==> src/hdl/cspt_pkg.sv <==
`default_nettype none

package cspt_pkg;

	// Fixed field widths of the command and response words
	localparam int OP_W      = 2;
	localparam int FUNC_ID_W = 6;
	localparam int TS_W      = 48;
	localparam int STATUS_W  = 3;

	// Operation codes; the spare code behaves as a read
	localparam logic [OP_W-1:0] OP_BEGIN = 2'd0;
	localparam logic [OP_W-1:0] OP_END   = 2'd1;
	localparam logic [OP_W-1:0] OP_READ  = 2'd2;

	// Response status codes
	localparam logic [STATUS_W-1:0] ST_OK        = 3'd0;
	localparam logic [STATUS_W-1:0] ST_MISMATCH  = 3'd1;
	localparam logic [STATUS_W-1:0] ST_OVERFLOW  = 3'd2;
	localparam logic [STATUS_W-1:0] ST_UNDERFLOW = 3'd3;
	localparam logic [STATUS_W-1:0] ST_BADID     = 3'd4;

	// Configuration register indexes
	localparam int REG_ACC_MODE = 0;

	typedef struct packed {
		logic [OP_W-1:0]      op;
		logic [FUNC_ID_W-1:0] func_id;
		logic [TS_W-1:0]      timestamp;
	} cmd_word_t;

	typedef struct packed {
		logic [STATUS_W-1:0] status;
		logic [TS_W-1:0]     acc_time;
	} rsp_word_t;

	typedef enum logic [2:0] {
		S_CLEAR,
		S_IDLE,
		S_READ,
		S_EVAL,
		S_ACC,
		S_WSTK,
		S_WADD,
		S_DONE
	} state_t;

	typedef enum logic {
		ALU_SUB_CLAMP,
		ALU_ADD_SAT
	} alu_op_t;

	// Operand pairs fed to the shared time unit
	typedef enum logic [1:0] {
		SRC_ELAPSED,   // now - start
		SRC_TOTAL,     // total + elapsed
		SRC_WALK       // caller start + elapsed
	} alu_src_t;

	// Conditions seen by the sequencer
	typedef struct packed {
		logic cmd_fire;
		logic bad_id;
		logic op_begin;
		logic op_end;
		logic excl;
		logic stack_full;
		logic stack_empty;
		logic top_match;
		logic one_left;
		logic last_walk;
		logic last_clear;
		logic out_free;
	} flags_t;

	// Actions driven by the sequencer
	typedef struct packed {
		logic                ready;
		logic                clear_wr;
		logic                eval;
		logic                begin_wr;
		logic                push;
		logic                acc_upd;
		logic                pop;
		logic                walk_first;
		logic                walk_rd;
		logic                walk_wr;
		logic                out_load;
		logic [STATUS_W-1:0] status;
		alu_op_t             alu_op;
		alu_src_t            alu_src;
	} ctrl_t;

endpackage

`default_nettype wire

==> src/hdl/cspt_seq.sv <==
`default_nettype none

module cspt_seq (
	input  wire logic             clk,
	input  wire logic             arst_n,
	input  wire cspt_pkg::flags_t flags,
	output cspt_pkg::ctrl_t       ctrl
);

	cspt_pkg::state_t state_q;
	cspt_pkg::state_t state_d;
	logic [cspt_pkg::STATUS_W-1:0] eval_status;

	always_ff @(posedge clk or negedge arst_n) begin
		if (!arst_n) begin
			state_q <= cspt_pkg::S_CLEAR;
		end else begin
			state_q <= state_d;
		end
	end

	// Outcome of an item, decided from the looked-up entries
	always_comb begin
		priority if (flags.bad_id) begin
			eval_status = cspt_pkg::ST_BADID;
		end else if (flags.op_begin && flags.excl && flags.stack_full) begin
			eval_status = cspt_pkg::ST_OVERFLOW;
		end else if (flags.op_end && flags.excl && flags.stack_empty) begin
			eval_status = cspt_pkg::ST_UNDERFLOW;
		end else if (flags.op_end && flags.excl && !flags.top_match) begin
			eval_status = cspt_pkg::ST_MISMATCH;
		end else begin
			eval_status = cspt_pkg::ST_OK;
		end
	end

	always_comb begin
		state_d = state_q;
		unique case (state_q)
			cspt_pkg::S_CLEAR: begin
				if (flags.last_clear) state_d = cspt_pkg::S_IDLE;
			end
			cspt_pkg::S_IDLE: begin
				if (flags.cmd_fire) state_d = cspt_pkg::S_READ;
			end
			cspt_pkg::S_READ: begin
				state_d = cspt_pkg::S_EVAL;
			end
			cspt_pkg::S_EVAL: begin
				if (eval_status == cspt_pkg::ST_OK && flags.op_end) begin
					state_d = cspt_pkg::S_ACC;
				end else begin
					state_d = cspt_pkg::S_DONE;
				end
			end
			cspt_pkg::S_ACC: begin
				if (flags.excl && !flags.one_left) begin
					state_d = cspt_pkg::S_WSTK;
				end else begin
					state_d = cspt_pkg::S_DONE;
				end
			end
			cspt_pkg::S_WSTK: begin
				state_d = cspt_pkg::S_WADD;
			end
			cspt_pkg::S_WADD: begin
				if (flags.last_walk) begin
					state_d = cspt_pkg::S_DONE;
				end else begin
					state_d = cspt_pkg::S_WSTK;
				end
			end
			cspt_pkg::S_DONE: begin
				if (flags.out_free) state_d = cspt_pkg::S_IDLE;
			end
			default: state_d = cspt_pkg::S_IDLE;
		endcase
	end

	always_comb begin
		ctrl         = '0;
		ctrl.status  = eval_status;
		ctrl.alu_op  = cspt_pkg::ALU_ADD_SAT;
		ctrl.alu_src = cspt_pkg::SRC_TOTAL;
		unique case (state_q)
			cspt_pkg::S_CLEAR: begin
				ctrl.clear_wr = 1'b1;
			end
			cspt_pkg::S_IDLE: begin
				ctrl.ready = 1'b1;
			end
			cspt_pkg::S_READ: begin
			end
			cspt_pkg::S_EVAL: begin
				ctrl.eval     = 1'b1;
				ctrl.alu_op   = cspt_pkg::ALU_SUB_CLAMP;
				ctrl.alu_src  = cspt_pkg::SRC_ELAPSED;
				ctrl.begin_wr = flags.op_begin && !flags.bad_id
					&& !(flags.excl && flags.stack_full);
				ctrl.push     = flags.op_begin && !flags.bad_id
					&& flags.excl && !flags.stack_full;
			end
			cspt_pkg::S_ACC: begin
				ctrl.acc_upd    = 1'b1;
				ctrl.pop        = flags.excl;
				ctrl.walk_first = 1'b1;
			end
			cspt_pkg::S_WSTK: begin
				ctrl.walk_rd = 1'b1;
			end
			cspt_pkg::S_WADD: begin
				ctrl.walk_wr = 1'b1;
				ctrl.alu_src = cspt_pkg::SRC_WALK;
			end
			cspt_pkg::S_DONE: begin
				ctrl.out_load = flags.out_free;
			end
			default: begin
			end
		endcase
	end

endmodule

`default_nettype wire

==> config.mk <==
export PLATFORM = sky130hd
export DESIGN_NAME = cspt_seq
export DESIGN_NICKNAME = d
export VERILOG_FILES = /design/src/hdl/cspt_pkg.sv /design/src/hdl/cspt_seq.sv
export SDC_FILE = /design/constraint.sdc
export NUM_CORES = 1
export LEC_CHECK = 0
export BUFFER_PORTS_ARGS = -buffer_cell sky130_fd_sc_hd__clkbuf_2
export CORE_AREA = 5 5 42 44
export CTS_CLUSTER_SIZE = 30
export DETAILED_ROUTE_END_ITERATION = 8
export DIE_AREA = 0 0 47 49
export GPL_ROUTABILITY_DRIVEN = 0
export PLACE_DENSITY_LB_ADDON = 0.12
export SYNTH_ARGS = -nofsm -noshare
export SYNTH_HDL_FRONTEND = slang
export SYNTH_SLANG_ARGS = --single-unit
==> constraint.sdc <==
create_clock -name clk -period 1.95 [get_ports clk]
set_input_delay 0.585 -clock clk [delete_from_list [all_inputs] [get_ports clk]]
set_output_delay 0.585 -clock clk [all_outputs]
set_load 0.01 [all_outputs]
Word-level counts from Yosys, hierarchy flattened. Index checks and enable logic that the tools add are counted.

Register bits: 3. Bits of input ports: 14. Output and inout bits: 17. Word-level logic and storage cells: 51.

Eq/ne operators: 10. Multiplexer cells: 20. Reduce and logical (&&, ||, !) cells: 20.

Operator list (number): one-hot mux 3 bit (8 select lines) (1); two-way mux 3 bit (6); == test 3 bit, second input constant (4); logical AND 1 bit (12); two-way mux 2 bit (5); two-way mux 1 bit (7); == test 3 x 2 -> 1 bit, second input constant (2); logical NOT 3 bit (2); inequality test 2 bit, second input constant (3); logical NOT 1 bit (5); one-hot mux 2 bit (2 select lines) (1); == test 3 x 1 -> 1 bit, second input constant (1); AND reduction 3 bit (1).

Logic depth before layout (Yosys ltp).
Depth after elaboration: 10. Gate-level depth with buffers: 5. Depth with buffers taken out: 4.

Least setup slack after synthesis. OpenSTA, ideal clock, no wires.

Path type: reg-to-output. From: reg state_q[2]. To: out ctrl[13] (netlist bit). Arrival time: 1.199 ns. Required time: 1.365 ns. Slack: 0.166 ns. Cell stages (with the launch flop): 4. Buffers on the path: 0. Cell sequence: dfrtp_1 -> nor3b_4 -> nand2_1 -> a211oi_1.

RTL lines: start: declaration (RTL line cspt_seq.sv:10) `cspt_pkg::state_t state_q;`; start signal: assignment (RTL line cspt_seq.sv:16) `state_q <= cspt_pkg::S_CLEAR;`; start signal: assignment (RTL line cspt_seq.sv:18) `state_q <= state_d;`; end: declaration (RTL line cspt_seq.sv:7) `output cspt_pkg::ctrl_t ctrl`.

==> results <==
- The run finished with clean final reports.
- Buffers added to address setup during post-CTS repair amount to 0.
- Setup violations remaining at the end of the flow were counted as 0.
- The detailed-route via count is approximately 510.
- The synthesized design contains 3 register bits.
- The time the final worst path needs with I/O delays and setup is 1850 ps.
- STA classifies the critical path startpoint as a flop.
- After legalization and detailed placement, the total HPWL measured 976 µm.
- The number of hold buffers added after CTS was 0.
- The total clock buffers created by CTS is 3.
- Relative to the synthesized area, the layout overhead comes to 55.9%.
- The initial DRC count is 0.
- The maximum buffer depth of the clock tree is 2.
- The share of final-layout standard cells stronger than drive strength 1 is 0.511.
- The share of the Yosys chip area taken by registers is 0.192.
- Of all nets on the critical path, the largest fanout is 15.
- Traced cell by cell, the critical path runs through buf_4 -> nor3b_1 -> nor2_1 -> clkbuf_2.
- In the global route stage, overall resource usage came out at 0.117.
- Entering global routing, the biggest net connects 17 pins.
- After synthesis the cells add up to 392 µm².
- The number of I/O pins is 31.
- TritonCTS built the clock tree.
- The net switching fraction of the power is 0.458.
- The cell-internal power is 0.000426 W.
- The iteration count of the initial detailed-routing pass is 1.
- Buffers placed on the I/O ports in this run total 30.
- The share of total power dissipated in sequential elements is 0.145.
- The number of cells produced by synthesis is 53.
- The global-route wire length before repair is 2010 µm.
- The highest cell delay on the worst timing path is 380 ps.
- The region available for standard cell placement spans 0.00140 mm².
- For the final database, setup skew stands at 3.66 ps.
- The number of flip-flops in the largest register is 3.
- The final count of pins violating max slew is 0.
- The net total in the final layout is a little over 100.
- For the worst setup path, the data arrival time is 1270 ps.
- The share of the cycle needed by the critical path after routing is 0.951.
- The worst min-delay path class is in -> async.
- In the final layout, the registers with the most flip-flops are state_q: 3 flops.
- The clock group share of total power is 0.141.
- The area of the die is ~0.0023 mm².
- The total count of hold-check failures in the final report is 0.
- The horizontal die dimension is 47 µm.
- The count of synthesis-stage warnings from yosys is 0.
- The top achievable clock speed is around 0.54 GHz.
- At the pin with the least slew margin, the transition time is 383 ps.
- The total wire length is 1190 µm.
- The number of DRC violations after detailed routing is 0.
- The worst register-to-register path has a setup slack of 540 ps.
- The root buffer cell is sky130_fd_sc_hd__clkbuf_4.
- The largest individual stage delay along the critical path comes from the cell sky130_fd_sc_hd__dfrtp_1.
- The analysis attributes to net switching a power of 0.000360 W.
- The clock-pin slew on the worst setup and hold paths is 40 ps.
- The count of maximum capacitance violations is 0.
- In this run the tightest slew margin relative to its limit is 0.738.
- After detailed routing, the number of vias per cell comes to around 5.
- The distinct cell type count of the synthesized netlist is 26.
- state_q holds more flip-flops than any other register.
- The critical path in this run is classified as reg -> out.
- The tightest hold path in the finished design has a slack of 137 ps.
- Dividing the synthesized area by the synthesized cell count gives 7.39 µm².
- STA classifies the critical path endpoint as an output pin.
- The routed length per instance is 11.4 µm.
- The kind of cell with the highest combined delay along the critical path is flip-flops.
- In this run the remaining antenna-violating nets after routing total 0.
- The initial antenna violation count is 0.
- Global routing finished with a remaining overflow of 0.
- For the worst setup path, the data required time is roughly 1400 ps.
- The initial core utilization is 0.279.
- At the later pin of the worst-skew pair, clock insertion delay measures 230 ps.
- The share of total power dissipated in combinational logic is 0.714.
- The post-synthesis net count is 67.
- 0 antenna diodes ended up in the layout.
- After clock tree synthesis, the repair step resized 0 gates.
- VDD sags by at most 0.558 mV.
- The cell row count is 14.
- The via count of the first global-routing pass was 482.
- The ratio of total power to cell area is 1290 mW/mm².
- The critical path contains buffers and inverters numbering 2 combined.
- Setup repair after global routing left no endpoint under its margin.
- The analysis attributes to cell leakage a power of 0.313 nW.
- CTS built an H-tree with a depth of 1.
- Measured along the y axis, the die boundary spans 49 µm.
- Adding up every negative setup slack in the final design gives 0 ps.
- The TritonCTS sink count is 3.
## per-stage QoR
step	area (µm²)	std cells	setup WS, ps	utilization	power [W]
floorplan	392	53	166	-	0.000481
global placement	572	100	96.9	0.408	0.000676
detailed placement	572	100	52.6	0.408	0.000672
CTS	598	104	14.6	0.427	0.000790
global route	611	104	13.0	0.436	0.000867
finish	611	104	95.5	0.436	0.000787
## worst reg2reg max path, stage by stage, from the launching register on
cell and delay [ps]:
sky130_fd_sc_hd__dfrtp_1 380, sky130_fd_sc_hd__buf_4 210, sky130_fd_sc_hd__mux2_4 310, sky130_fd_sc_hd__a22oi_1 150, sky130_fd_sc_hd__nand2_1 80, sky130_fd_sc_hd__a31oi_1 190
## synthesized netlist by cell type (all sizes together)
library cell	count	area, µm²
dfrtp	3	75.1
mux2	1	15.0
nor2	7	26.3
a31oi	1	6.26
a21boi	1	7.51
and4	1	8.76
a211oi	1	7.51
nand3b	1	7.51
nand2b	3	18.8
and3	1	6.26
buf	5	35.0
a22oi	3	22.5
nand2	4	15.0
a21oi	1	5.00
o21ai	3	15.0
o211ai	2	15.0
nand3	1	5.00
and4b	1	10.0
inv	4	15.0
a2111oi	1	8.76
o311ai	1	8.76
nor2b	1	6.26
nor3	2	10.0
nor3b	4	41.3
## area by class of cell
| cell class | instances | area [µm²] |
|---|---|---|
| clock buffers | 4 | 26.3 |
| fillers | 171 | 791 |
| inverters | 4 | 15.0 |
| multi-input cells | 41 | 279 |
| flip-flops and latches | 3 | 75.1 |
| well taps | 16 | 20.0 |
| repair buffers | 36 | 195 |
## final timing paths
path,start,end,depth (start not counted)
hold / removal,arst_n,state_q[2],1
min in group clk,flags[1],state_q[0],3
max in group asynchronous,arst_n,state_q[0],1
setup / recovery,state_q[2],ctrl[0],4
hold reg to reg,state_q[0],state_q[0],2
setup reg to reg,state_q[2],state_q[1],5
## logic make-up after synthesis
kind of cell           count (synthesis)  synth area share
buffers and inverters                  9             0.128
AO/OA/AOI/OAI                         14             0.246
multiplexers                           1            0.0383
flip-flops                             3             0.192
AND/OR/NAND/NOR                       26             0.396
## power by group through the flow
stage	Clock, W	Sequential (W)	Combinational, W
2_1_floorplan	0	0.000127	0.000354
3_3_place_gp	0	0.000111	0.000565
3_5_place_dp	0	0.000114	0.000558
4_1_cts	0.000116	0.000112	0.000562
5_1_grt	0.000120	0.000117	0.000630
6_report	0.000111	0.000114	0.000562
## layout by cell type, fill, tap and decap left out, drive strengths merged
master,Yosys,routed
a2111oi,1,1
mux2,1,1
and3,1,1
o311ai,1,1
buf,5,7
nor2,7,7
o211ai,2,2
nand2,4,4
clkbuf,0,33
a22oi,3,3
nor3,2,2
nand3b,1,1
and4,1,1
nand3,1,1
o21ai,3,3
nor3b,4,4
a211oi,1,1
a21oi,1,1
dfrtp,3,3
nor2b,1,1
a31oi,1,1
a21boi,1,1
and4b,1,1
nand2b,3,3
inv,4,4
## routing by layer
metal	vias up	wire length, µm	share of wire	GRT usage
met2	21	542	0.46	0.170
met1	223	535	0.45	0.147
met3	0	109	0.092	0.0332
li1	262	-	-	-
met4	0	0	0	0.0691
met5	-	0	0	0
Note: power is estimated with default switching activity, not from simulation.
