--- src/hdl/cspt_pkg.sv ---
`default_nettype none

package cspt_pkg;

	// Fixed field widths of the command and response words
	localparam int OP_W      = 2;
	localparam int FUNC_ID_W = 6;
	localparam int TS_W      = 48;
	localparam int STATUS_W  = 3;

	// Operation codes; the spare code behaves as a read
	localparam logic [OP_W-1:0] OP_BEGIN = 2'd0;
	localparam logic [OP_W-1:0] OP_END   = 2'd1;
	localparam logic [OP_W-1:0] OP_READ  = 2'd2;

	// Response status codes
	localparam logic [STATUS_W-1:0] ST_OK        = 3'd0;
	localparam logic [STATUS_W-1:0] ST_MISMATCH  = 3'd1;
	localparam logic [STATUS_W-1:0] ST_OVERFLOW  = 3'd2;
	localparam logic [STATUS_W-1:0] ST_UNDERFLOW = 3'd3;
	localparam logic [STATUS_W-1:0] ST_BADID     = 3'd4;

	// Configuration register indexes
	localparam int REG_ACC_MODE = 0;

	typedef struct packed {
		logic [OP_W-1:0]      op;
		logic [FUNC_ID_W-1:0] func_id;
		logic [TS_W-1:0]      timestamp;
	} cmd_word_t;

	typedef struct packed {
		logic [STATUS_W-1:0] status;
		logic [TS_W-1:0]     acc_time;
	} rsp_word_t;

	typedef enum logic [2:0] {
		S_CLEAR,
		S_IDLE,
		S_READ,
		S_EVAL,
		S_ACC,
		S_WSTK,
		S_WADD,
		S_DONE
	} state_t;

	typedef enum logic {
		ALU_SUB_CLAMP,
		ALU_ADD_SAT
	} alu_op_t;

	// Operand pairs fed to the shared time unit
	typedef enum logic [1:0] {
		SRC_ELAPSED,   // now - start
		SRC_TOTAL,     // total + elapsed
		SRC_WALK       // caller start + elapsed
	} alu_src_t;

	// Conditions seen by the sequencer
	typedef struct packed {
		logic cmd_fire;
		logic bad_id;
		logic op_begin;
		logic op_end;
		logic excl;
		logic stack_full;
		logic stack_empty;
		logic top_match;
		logic one_left;
		logic last_walk;
		logic last_clear;
		logic out_free;
	} flags_t;

	// Actions driven by the sequencer
	typedef struct packed {
		logic                ready;
		logic                clear_wr;
		logic                eval;
		logic                begin_wr;
		logic                push;
		logic                acc_upd;
		logic                pop;
		logic                walk_first;
		logic                walk_rd;
		logic                walk_wr;
		logic                out_load;
		logic [STATUS_W-1:0] status;
		alu_op_t             alu_op;
		alu_src_t            alu_src;
	} ctrl_t;

endpackage

`default_nettype wire

--- src/hdl/cspt_alu.sv ---
`default_nettype none

module cspt_alu #(
	parameter int W = 48
) (
	input  wire cspt_pkg::alu_op_t op,
	input  wire logic [W-1:0]      a,
	input  wire logic [W-1:0]      b,
	output logic [W-1:0]           y
);

	logic         sub;
	logic [W-1:0] b_x;
	logic [W:0]   sum;
	logic         carry;

	// One adder serves both: a + ~b + 1 carries out exactly when a >= b
	assign sub   = (op == cspt_pkg::ALU_SUB_CLAMP);
	assign b_x   = sub ? ~b : b;
	assign sum   = {1'b0, a} + {1'b0, b_x} + (W+1)'(sub);
	assign carry = sum[W];

	always_comb begin
		unique case (op)
			cspt_pkg::ALU_SUB_CLAMP: y = carry ? sum[W-1:0] : '0;
			cspt_pkg::ALU_ADD_SAT:   y = carry ? '1 : sum[W-1:0];
			default:                 y = sum[W-1:0];
		endcase
	end

endmodule

`default_nettype wire

--- config.mk ---
export PLATFORM = sky130hd
export DESIGN_NAME = cspt_alu
export DESIGN_NICKNAME = d
export VERILOG_FILES = /design/src/hdl/cspt_pkg.sv /design/src/hdl/cspt_alu.sv
export SDC_FILE = /design/constraint.sdc
export NUM_CORES = 1
export LEC_CHECK = 0
export ABC_CLOCK_PERIOD_IN_PS = 4750
export BUFFER_PORTS_ARGS = -buffer_cell sky130_fd_sc_hd__buf_2
export CORE_AREA = 2 2 75 106
export DETAILED_ROUTE_END_ITERATION = 10
export DIE_AREA = 0 0 77 108
export PLACE_DENSITY = 0.84
export SLEW_MARGIN = 0
export SYNTH_ARGS = -nofsm -noshare
export SYNTH_HDL_FRONTEND = slang
export SYNTH_SLANG_ARGS = --single-unit
--- constraint.sdc ---
create_clock -name vclk -period 4.75
set_input_delay 0.475 -clock vclk [all_inputs]
set_output_delay 0.475 -clock vclk [all_outputs]
set_load 0.02 [all_outputs]
; ---- Word-level counts from Yosys, hierarchy flattened
; Index checks and enable logic that the tools add are counted.
; W data, S select, Z words.
[word_totals]
register_bits = 0
output_inout_bits = 48
elab_cells = 8
[classes]
n_addsub = 2
n_mux = 4
bitwise_logic = 2
[op_table]
columns = cell, count
row1 = $mux W48, 3
row2 = $pmux W48 S2, 1
row3 = $add A48 B48 Y49, 1
row4 = $add A49 B1 Y49, 1
row5 = $not A48 Y48, 1
row6 = $not A1 Y1, 1

; ---- Longest topological paths before layout
; Gate-level depths: netlist of the first run.
[depth]
depth_word = 6
ltp_mapped = 18
ltp_nobuf = 13

; ---- Worst setup path before layout of the first run
; OpenSTA, ideal clock, no wires.
[synth_path]
kind = input to output
startpoint = input port op
endpoint = output port y[2]
arrival_time_ps = 4059
required_ps = 4275
setup_slack_ps = 216
cell_stages = 17
n_path_buf = 5
cell_sequence = buf_2 > clkbuf_1 > clkbuf_1 > xnor2_1 > ha_1 > a21o_1 > a221oi_2 > a2111o_1 > nand3_2 > a21o_1 > nand3_1 > o211ai_1 > a21o_1 > buf_4 > nor2_1 > buf_2 > o21ai_0
[synth_via]
elab_chain_cells = 5
word_cells_on_any_way = 7
classes_between = add/sub: 2 / mux: 4 / bitwise: 1
[synth_rtl]
columns = item, line
row1 = "start, declared", cspt_alu.sv:6  ; input wire cspt_pkg::alu_op_t op,
row2 = $mux W48, cspt_alu.sv:19  ; assign b_x = sub ? ~b : b;
row3 = $add A48 B48 Y49, cspt_alu.sv:20  ; assign sum = {1'b0, a} + {1'b0, b_x} + (W+1)'(sub);
row4 = $add A49 B1 Y49, cspt_alu.sv:20
row5 = "$mux W48, on equally long branches", "cspt_alu.sv:26, cspt_alu.sv:25"
row6 = $pmux W48 S2 *, cspt_alu.sv:24  ; unique case (op)
row7 = "end, declared", cspt_alu.sv:9  ; output logic [W-1:0] y
; Every way passes the cells marked *; elsewhere a longest branch is shown, timed or not.

; ---- Worst setup path after layout of the first run
[layout_path]
startpoint = input port op
endpoint = output port y[45]
; The elaborated chain is that of the path after synthesis.

==> results.cfg, run 1 <==
[sta]
fmax_mhz = 224
slew_violations = 0
grt_setup_unrepaired = no
worst_pin_slew_ns = 0.730
finalCriticalPeriod_ns = 4.46
slew_headroom = 0.512
setup_slack_ns = 0.292
finalHoldViolCount = 0
tns_ns = 0
setup_viol = 0
post-route-period-util = 0.939

[layout]
layout_common_cells = 144 x buf_2, 72 x xnor2_1, 53 x a21oi_1
final_common_cell = buf_2
area_growth_pct = 19.7
seq_cells = 0
n_clock_buffer = 0
diodes = 0
fillCellCount = 718
register_area_um2 = 0
layout-drive-gt1-share = 0.276
nets = 785

[worst_setup_path]
path_delay_family = compound AO/OA/AOI/OAI gates
worstPathCellList = buf_4, buf_4, xnor2_1, ha_1, a21oi_1, o21ai_0, a41o_1, a21o_1, a311oi_1, o41ai_2, a31o_2, a311oi_2, xor2_1, a21oi_1, buf_2
crit_path_start = op
crit_fanout = 25
endpoint_kind = primary output
cp.arrival_ns = 3.98
crit_path_top_delay_cell = buf_4
required_ns = 4.28
cp-endpoint = y[45]
cp-start-kind = input port
crit_buf_inv = 3
worst_path_largest_cell_delay_ns = 0.38
criticalPathCategory = input port to primary output
cp.depth = 15

[status]
status = finished, final reports clean

[synth]
avgSynthCellArea_um2 = 7.31
synth_simple_gate_area_share = 0.164
ys_types = 57
synth_top_area_share = 0.166
netlist_area_um2 = 3790
postSynthCellCount = 519
synth_adder_area_share = 0.271
yosysWarnings = 0
synth_top_family_by_area = compound AO/OA/AOI/OAI gates
yosys.area_share.xor_xnor = 0.212
synthMuxAreaShare = 0
synth_compound_area_frac = 0.307
synth_seq_area_share = 0
synth_nets = 667
yosysTopAreaCell = xnor2_1
synth_area_leaders = xnor2_1 17%, ha_1 16%, maj3_1 7.1%

[die]
die_w_um = 77
die_h_um = 108
ios = 145
start_util = 0.519
num_rows = 37
die_area_um2 = 8320
core_area_um2 = 7310

[detailed_routing]
drtPass1Iterations = 4
ant_nets = 0
vias_per_cell = 5.88
drc = 0
wl_per_cell_um = 14.9
drt_iter0_markers = 142
dr_total_vias = 4305
finalWirelength_um = 10900

[cts]
postCtsHoldBufs = 0
cts_resized = 0
cts_setup_buffers = 0

[global_route]
antenna_found_initial = 0
grt_start_max_net_pins = 30
grt_pass1_vias = 4178
grt_pass1_wl_um = 18000
gr-total-overflow = 0
grt_use_total = 0.250

[power_and_ir_drop]
peakVddDrop_uv = 133
p_leak_nw = 2.15
pwr_density_cell_nw_per_um2 = 254

[placed_design]
gp_congestion = 0.969
hpwl_um = 9160
port_buffers = 145
pre_cts_ws_ns = 0.295

[worst_hold_path]
hold_class = input port to primary output

[run]
maxCapViolCount = 0
cells by family after synthesis:
| group | count (synthesis) |
|---|---|
| simple gates | 128 |
| xor+xnor | 92 |
| fa+ha+maj | 88 |
| compound gates | 169 |
| buf+inv | 42 |
layer usage:
metal  global-route usage  up-vias  wire (um)
met2                0.479      173       5540
met5                    0        -          0
li1                     -     2154          -
met3               0.0142       28        565
met4               0.0816        0        326
met1                0.294     1950       4470
metrics by stage:
step / std cells / total power (W) / utilization / area (um2) / hold slack [ns]
after floorplan: 519 / 0.000852 / - / 3790 / 1.35
after global placement: 732 / 0.00113 / 0.621 / 4540 / 1.61
after detailed placement: 732 / 0.00114 / 0.621 / 4540 / 1.60
after CTS: 732 / 0.00115 / 0.621 / 4540 / 1.61
after global routing: 732 / 0.00125 / 0.621 / 4540 / 1.65
final: 732 / 0.00115 / 0.621 / 4540 / 1.60
how the worst min path moves through the flow:
stage / startpoint / endpoint / slack (ns) / cells after the start
floorplan: b[0] / y[0] / 1.35 / 2
global placement: a[45] / y[45] / 1.61 / 5
detailed placement: a[45] / y[45] / 1.60 / 5
CTS: a[45] / y[45] / 1.61 / 5
global route: a[45] / y[45] / 1.65 / 5
finish: a[45] / y[45] / 1.60 / 5
final cells by class:
| class | instances | area (um2) | share of cell area |
|---|---|---|---|
| Multi-Input combinational cell | 477 | 3620 | 0.796 |
| Inverter | 6 | 22.5 | 0.00496 |
| Timing Repair Buffer | 152 | 781 | 0.172 |
| Tap cell | 97 | 121 | 0.0267 |
where the power goes:
| part | internal, W | total [W] | switching [W] |
|---|---|---|---|
| sequential | 0 | 0 | 0 |
| clock | 0 | 0 | 0 |
| combinational | 0.000471 | 0.00115 | 0.000682 |
cells in the mapped netlist (all sizes together), types with 2 or more instances:
library cell and n:
xor2 20, a21oi 53, o31ai 4, and2 3, nor2b 4, ha 50, nand3 21, maj3 37
a41oi 2, nand2 36, nand2b 6, and3 6, o21bai 6, a31oi 7, nor2 30, a211oi 5
a221oi 5, a311oi 3, a21o 34, inv 6, xnor2 72, o21a 3, clkbuf 27, a22oi 2
a211o 2, buf 9, o211ai 5, nor4 2, and4 3, o311ai 3, o21ai 27, nor3 5
nand4 11
Note: power is estimated with default switching activity, not from simulation.
==> inputs of run 2 (changes only) <==
Settings changed: BUFFER_PORTS_ARGS -buffer_cell sky130_fd_sc_hd__buf_2 to -buffer_cell sky130_fd_sc_hd__clkbuf_2.
==> run 2 against run 1 <==
Net effect:
- via count up 1.0%
- routed wire length fell by 1.6%
- flip-flop and latch count is the same
- critical path depth down 1
- cell count fell by 0.14%
- non-clock buffer count decreased by 1
- clock-buffer cell count did not move
- cell area up 0.17%
- core utilization up 0.10 points
- power up 0.17%
- worst hold slack got worse by 0.0029 ns
- largest power group unchanged
==> results.cfg, run 2 (same netlist as run 1, synthesis figures left out) <==
[worst_hold_path]
hold_start = b[0]
hold_class = input port to primary output

[run]
maxCapViolCount = 0

[worst_setup_path]
cp-start-kind = input port
worstPathCellList = buf_4, buf_4, xnor2_1, ha_1, a21oi_1, o21ai_1, a21oi_1, o211ai_1, a41oi_1, a211o_1, o21ai_0, o311ai_0, maj3_2, clkbuf_2
crit_buf_inv = 3
crit_path_start = op
path_delay_family = compound AO/OA/AOI/OAI gates
endpoint_kind = primary output
worst_path_largest_cell_delay_ns = 0.49
crit_path_top_delay_cell = o311ai_0
cp.arrival_ns = 4.04
criticalPathCategory = input port to primary output
crit_fanout = 19
required_ns = 4.28

[detailed_routing]
ant_nets = 0
dr_total_vias = 4349
wl_per_cell_um = 14.7
vias_per_cell = 5.95
drt_iter0_markers = 253
finalWirelength_um = 10700
drtPass1Iterations = 5
drc = 0

[sta]
finalHoldViolCount = 0
post-route-period-util = 0.951
finalCriticalPeriod_ns = 4.52
tns_ns = 0
grt_setup_unrepaired = no
fmax_mhz = 221
worst_pin_slew_ns = 0.547
slew_headroom = 0.632
slew_violations = 0
setup_slack_ns = 0.234
setup_viol = 0

[cts]
cts_setup_buffers = 0

[layout]
nets = 784
fillCellCount = 701
final_common_cell = clkbuf_2
register_area_um2 = 0
layout-drive-gt1-share = 0.276
layout_common_cells = 144 x clkbuf_2, 72 x xnor2_1, 53 x a21oi_1
n_clock_buffer = 0
area_growth_pct = 19.9
diodes = 0
seq_cells = 0

[placed_design]
gp_congestion = 1.00
pre_cts_ws_ns = 0.309
hpwl_um = 9000
port_buffers = 145

[die]
die_h_um = 108
ios = 145
die_area_um2 = 8320
die_w_um = 77
core_area_um2 = 7310
num_rows = 37
start_util = 0.519

[status]
status = finished, final reports clean

[global_route]
grt_pass1_vias = 4123
grt_start_max_net_pins = 34
grt_use_total = 0.249
grt_pass1_wl_um = 18100
gr-total-overflow = 0
antenna_found_initial = 0

[power_and_ir_drop]
pwr_density_cell_nw_per_um2 = 254
p_leak_nw = 2.17
peakVddDrop_uv = 148
[run 2: cell types whose count changed in the layout (fill, tap and decap cells not counted), sizes merged]
cell,change
clkbuf,+144
buf,-145
[run 2: final timing paths]
| path | slack (ns) | to | depth (start not counted) |
|---|---|---|---|
| worst min-delay path | 1.60 | y[0] | 4 |
| worst max-delay path | 0.23 | y[31] | 14 |
[run 2: what timing repair did]
| action | CTS | global route |
|---|---|---|
| hold buffers | 0 | 0 |
| endpoints found under the setup margin | 0 | 2 |
| resized for setup | 0 | 1 |
[run 2: through the flow]
stage	hold WS [ns]	cell area, um2	std cells	power, W	utilization
after floorplan	1.35	3790	519	0.000852	-
after global placement	1.58	4550	731	0.00113	0.622
after detailed placement	1.60	4550	731	0.00114	0.622
after CTS	1.60	4550	731	0.00115	0.622
after global routing	1.66	4550	731	0.00126	0.622
final	1.60	4550	731	0.00116	0.622
[run 2: layout make-up]
class,count,area [um2],share of cell area
Tap cell,97,121,0.0267
Inverter,6,22.5,0.00495
Timing Repair Buffer,151,786,0.173
Multi-Input combinational cell,477,3620,0.796
[run 2: report_power, final]
group	switching, W	internal [W]
clock network	0	0
logic	0.000688	0.000468
registers	0	0
[run 2: tightest hold or removal path: cells and delay by family]
kind       cells  cell delay, ns
fa+ha+maj      1            0.22
xor+xnor       1            0.14
buf+inv        2            0.29
[run 2: per-layer routing]
| layer | global-route usage | up-vias | wire length, um |
|---|---|---|---|
| li1 | - | 2145 | - |
| met1 | 0.302 | 2010 | 4450 |
| met2 | 0.485 | 174 | 5550 |
| met3 | 0.00918 | 20 | 536 |
| met4 | 0.0485 | 0 | 199 |
| met5 | 0 | - | 0 |
